--- src/sv/sit_pkg.sv ---
`timescale 1ns / 1ps
`default_nettype none
package sit_pkg;
    localparam int BUCKET_COUNT_DEF = 256;
    localparam int NAME_CHARS_DEF   = 32;
    localparam int ENTRY_COUNT_DEF  = 1024;
    localparam int HASH_MUL         = 101;
    localparam int ID_W             = 10;
    localparam int CHAR_W           = 8;

    localparam logic [1:0] ST_FOUND    = 2'd0;
    localparam logic [1:0] ST_INSERTED = 2'd1;
    localparam logic [1:0] ST_TOO_LONG = 2'd2;
    localparam logic [1:0] ST_FULL     = 2'd3;

    typedef struct packed {
        logic [ID_W-1:0] entry_id;
        logic [1:0]      status;
    } result_t;
endpackage
`default_nettype wire

--- src/sv/sit_name_buf.sv ---
`timescale 1ns / 1ps
`default_nettype none
// collects one name: running hash, length, overlong flag, and byte store
module sit_name_buf #(
    parameter int BUCKET_COUNT = sit_pkg::BUCKET_COUNT_DEF,
    parameter int NAME_CHARS   = sit_pkg::NAME_CHARS_DEF,
    localparam int HW = (BUCKET_COUNT > 1) ? $clog2(BUCKET_COUNT) : 1,
    localparam int LW = $clog2(NAME_CHARS + 1),
    localparam int CW = (NAME_CHARS > 1) ? $clog2(NAME_CHARS) : 1
) (
    input  wire logic                      clk,
    input  wire logic                      rst_n,
    input  wire logic                      wr,
    input  wire logic [sit_pkg::CHAR_W-1:0] wr_char,
    input  wire logic                      clear,
    input  wire logic [CW-1:0]             rd_addr,
    output logic [sit_pkg::CHAR_W-1:0]     rd_char,
    output logic [HW-1:0]                  hash,
    output logic [LW-1:0]                  length,
    output logic                           overlong
);
    logic [sit_pkg::CHAR_W-1:0] mem [NAME_CHARS];
    logic [HW-1:0] hash_reg, hash_next;
    logic [LW-1:0] len_reg, len_next;
    logic          ovl_reg, ovl_next;
    logic [HW-1:0] prod;

    // only the low bits of the hash survive the mask, so work at that width
    assign prod = HW'(hash_reg * HW'(sit_pkg::HASH_MUL)) + HW'(wr_char);

    always_comb
    begin
        hash_next = hash_reg;
        len_next  = len_reg;
        ovl_next  = ovl_reg;
        if (clear)
        begin
            hash_next = '0;
            len_next  = '0;
            ovl_next  = 1'b0;
        end
        else if (wr)
        begin
            hash_next = prod;
            if (len_reg < LW'(NAME_CHARS))
                len_next = len_reg + 1'b1;
            else
                ovl_next = 1'b1;
        end
    end

    always_ff @(posedge clk or negedge rst_n)
    begin
        if (!rst_n)
        begin
            hash_reg <= '0;
            len_reg  <= '0;
            ovl_reg  <= 1'b0;
        end
        else
        begin
            hash_reg <= hash_next;
            len_reg  <= len_next;
            ovl_reg  <= ovl_next;
        end
    end

    always_ff @(posedge clk)
    begin
        if (wr && !clear && len_reg < LW'(NAME_CHARS))
            mem[len_reg[CW-1:0]] <= wr_char;
        rd_char <= mem[rd_addr];
    end

    assign hash     = hash_reg;
    assign length   = len_reg;
    assign overlong = ovl_reg;
endmodule
`default_nettype wire

--- config.mk ---
export PLATFORM = sky130hd
export DESIGN_NAME = sit_name_buf
export DESIGN_NICKNAME = d
export VERILOG_FILES = /design/src/sv/sit_pkg.sv /design/src/sv/sit_name_buf.sv
export SDC_FILE = /design/constraint.sdc
export NUM_CORES = 1
export LEC_CHECK = 0
export BUFFER_PORTS_ARGS = -buffer_cell sky130_fd_sc_hd__buf_2
export CORE_UTILIZATION = 66
export DETAILED_ROUTE_END_ITERATION = 12
export GPL_ROUTABILITY_DRIVEN = 1
export PLACE_DENSITY = 0.82
export SLEW_MARGIN = 5
export SYNTH_ARGS = -nofsm -noshare
export SYNTH_HDL_FRONTEND = slang
export SYNTH_SLANG_ARGS = --single-unit
--- constraint.sdc ---
create_clock -name clk -period 8.85 [get_ports clk]
set_clock_uncertainty 0.2 [all_clocks]
set_input_delay 1.3275 -clock clk [delete_from_list [all_inputs] [get_ports clk]]
set_output_delay 1.3275 -clock clk [all_outputs]
set_load 0.02 [all_outputs]
==> impl_metrics.csv <==
group,metric,value,unit
run_status,status,"completed",
pwr,internal_power,2.299,mW
setup_path,cp.arrival,4.16,ns
clock_tree,cts_hold_buffers,0,
clock_tree,cts_tree,"built",
route,viasPerCell,6.764,
floorplan,die_h,133.0,um
synthesis,synth_top_cell_by_area,"edfxtp_1",
synthesis,yosysSeqAreaShare,0.7260,
clock_tree,cts_htree_levels,1,
layout,syn2layout_area_growth,10.87,%
setup_path,path_cells,"buf_2, ha_1, ha_1, fa_1, ha_1, a211oi_1, o21bai_1, a21oi_1, xnor2_1, a211oi_1",
global_routing,grt_max_degree,65,
route,drt_iter0_markers,676,
layout,nFillCells,850,
timing,min_period,3.937,ns
synthesis,ys.warnings.count,0,
route,wl_per_cell,29.44,um
synthesis,synthDistinctLibCells,33,
clock_tree,root_buffer,"clkbuf_16",
floorplan,initial_core_util,0.6806,
run,drv_cap,0,
synthesis,async_flop_share,0.05376,
setup_path,critPathCaptureType,"register",
setup_path,cp_common_cell,"ha_1",
clock_tree,cts_sinks,279,
placement,dp_hpwl,14010,um
timing,rsz0062_at_grt,"false",
synthesis,synthCells,545,
synthesis,synth-seq-cells,279,
timing,setup-violations-final,0,
timing,final.period_utilization,0.4448,
global_routing,grt_pass1_wl,36080,um
layout,largest_reg_flops,256,
synthesis,syn_nets,593,
setup_path,critPathKind,"in -> reg",
setup_path,start_kind,"input pin",
route,ant_nets,0,
placement,gp_congestion,0.7507,
layout,mostFrequentLayoutCell,"edfxtp_1",
setup_path,critical_path_buf_inv_count,1,
timing,max_freq,0.2540,GHz
placement,io_buffers,39,
pwr,p_sw_frac,0.2327,
layout,layout-drive-gt1-share,0.2754,
setup_path,crit_family,"adder cells",
pwr,p_sw,0.6973,mW
synthesis,synth_area_leaders,"edfxtp_1, mux4_2, dfrtp_1",
timing,slew-limit-headroom,0.1703,
route,vias,5614,
route,drt_first_pass_iters,8,
setup_path,worstPathRequired,9.07,ns
clock_tree,clock_path_buffers,3,
global_routing,overflow,0,
clock_tree,cts_inserted_buffers,27,
setup_path,critPathSlowestCell,"fa_1",
clock_tree,clk_pin_slew,0.06,ns
layout,final_core_util,0.7545,
timing,worst_slew_pin_slew,1.240,ns
layout,final_cell_mix,"edfxtp_1, mux4_2, nor2_1, buf_2, clkbuf_16",
synthesis,ys.flop_type,"edfxtp_1",
layout,diodes,0,
timing,hold_viol_final,0,
route,wirelength,24430,um
clock_tree,post-cts-setup-buffers,0,
floorplan,boundaryPins,40,
global_routing,first_global_vias,5761,
hold_path,holdCritPathClass,"reg -> reg",
setup_path,cpPeakStageDelay,0.51,ns
layout,final_nets,638,
timing,slew_viol_final,0,
synthesis,syn_avg_cell_area,20.78,um2
pwr,vdd_ir_drop_max,0.0001845,V
pwr,pwr-share-seq,0.494,
floorplan,core-area,16640,um2
pwr,clkPwrFrac,0.381,
pwr,power_density,238.7,nW/um2
pwr,power_frac_comb,0.125,
clock_tree,cts-resized-gates,0,
pwr,p_leak,4.239,nW
route,drc,0,
synthesis,synthesis.area,11330,um2
global_routing,antenna_found_initial,0,
setup_path,cp_max_fo,33,
floorplan,std_cell_rows,47,
floorplan,die_area,17690,um2
clock_tree,clock_latency,0.54,ns
timing,fin_tns_setup,0,ns
synthesis,synth_edf_count,256,
synthesis,yosysTopAreaCellShare,0.6787,
global_routing,track_usage,0.2923,
floorplan,die_w,133.0,um
-- synthesized netlist by cell type (5+ instances only) --
cell type and instances:
a21oi_1 5, buf_1 8, buf_4 6, clkbuf_1 9
dfrtp_1 15, dfxtp_1 8, edfxtp_1 256, fa_1 6
ha_1 25, inv_1 16, mux2_2 8, mux2i_1 6
mux4_2 80, nand2_1 7, nor2_1 51, xnor2_1 10
-- cell families after synthesis --
kind of cell | count (synthesis) | share of synthesized area
buffers and inverters | 41 | 0.01635
flip-flops | 279 | 0.7260
AND/OR/NAND/NOR | 73 | 0.02784
XOR/XNOR | 15 | 0.01281
adder cells (fa/ha/maj) | 31 | 0.03822
multiplexers | 94 | 0.1723
AO/OA/AOI/OAI | 12 | 0.006407
-- area by class of cell --
class	instances	area [um2]	area share
Tap cell	220	275.3	0.02192
Multi-Input combinational cell	225	2918	0.2324
Timing Repair Buffer	41	212.7	0.01694
Inverter	16	60.06	0.004783
Sequential cell	279	8223	0.6548
Clock buffer	36	729.5	0.05809
Clock inverter	13	138.9	0.01106
-- worst reg2reg max path, stage by stage, from the launching register on --
cell      delay [ns]
dfrtp_1         0.47
ha_1            0.33
ha_1            0.29
fa_1            0.48
fa_1            0.49
ha_1            0.34
a21oi_1         0.16
xnor2_1         0.09
a211oi_1        0.26
-- power by group through the flow --
stage | combinational [mW] | clock [mW] | sequential (mW)
after detailed placement | 0.369 | 0 | 1.51
final | 0.374 | 1.14 | 1.48
after floorplan | 0.257 | 0 | 1.52
after CTS | 0.377 | 1.14 | 1.48
after global placement | 0.360 | 0 | 1.51
after global routing | 0.409 | 1.19 | 1.48
-- metal layers --
layer	GRT usage	wire, um	vias to the layer above
met5	0	0	-
met4	0.09962	694	0
met3	0.04483	2192	51
met2	0.4997	12770	377
met1	0.3908	8781	2907
li1	-	-	2279
-- stage by stage --
stage | power (mW) | hold WS [ns] | instance area, um2 | setup slack [ns] | instances
after floorplan | 1.779 | 0.4015 | 11330 | 5.080 | 545
final | 2.997 | 0.3146 | 12560 | 4.913 | 830
after global placement | 1.867 | 0.2810 | 11690 | 4.504 | 781
after global routing | 3.082 | 0.3915 | 12560 | 4.761 | 830
after detailed placement | 1.877 | 0.3036 | 11690 | 4.422 | 781
after CTS | 3.001 | 0.3175 | 12560 | 4.936 | 830
-- final timing paths --
path	from	end	cells after the start	slack [ns]
worst min register to register	overlong	overlong	2	0.31
worst max register to register	hash[1]	hash[7]	8	5.65
min in group asynchronous	rst_n	length[3]	1	0.49
worst min-delay path	overlong	overlong	2	0.31
worst max-delay path	wr_char[3]	hash[7]	10	4.91
max in group asynchronous	rst_n	hash[0]	1	7.71
Note: power is estimated with default switching activity, not from simulation.
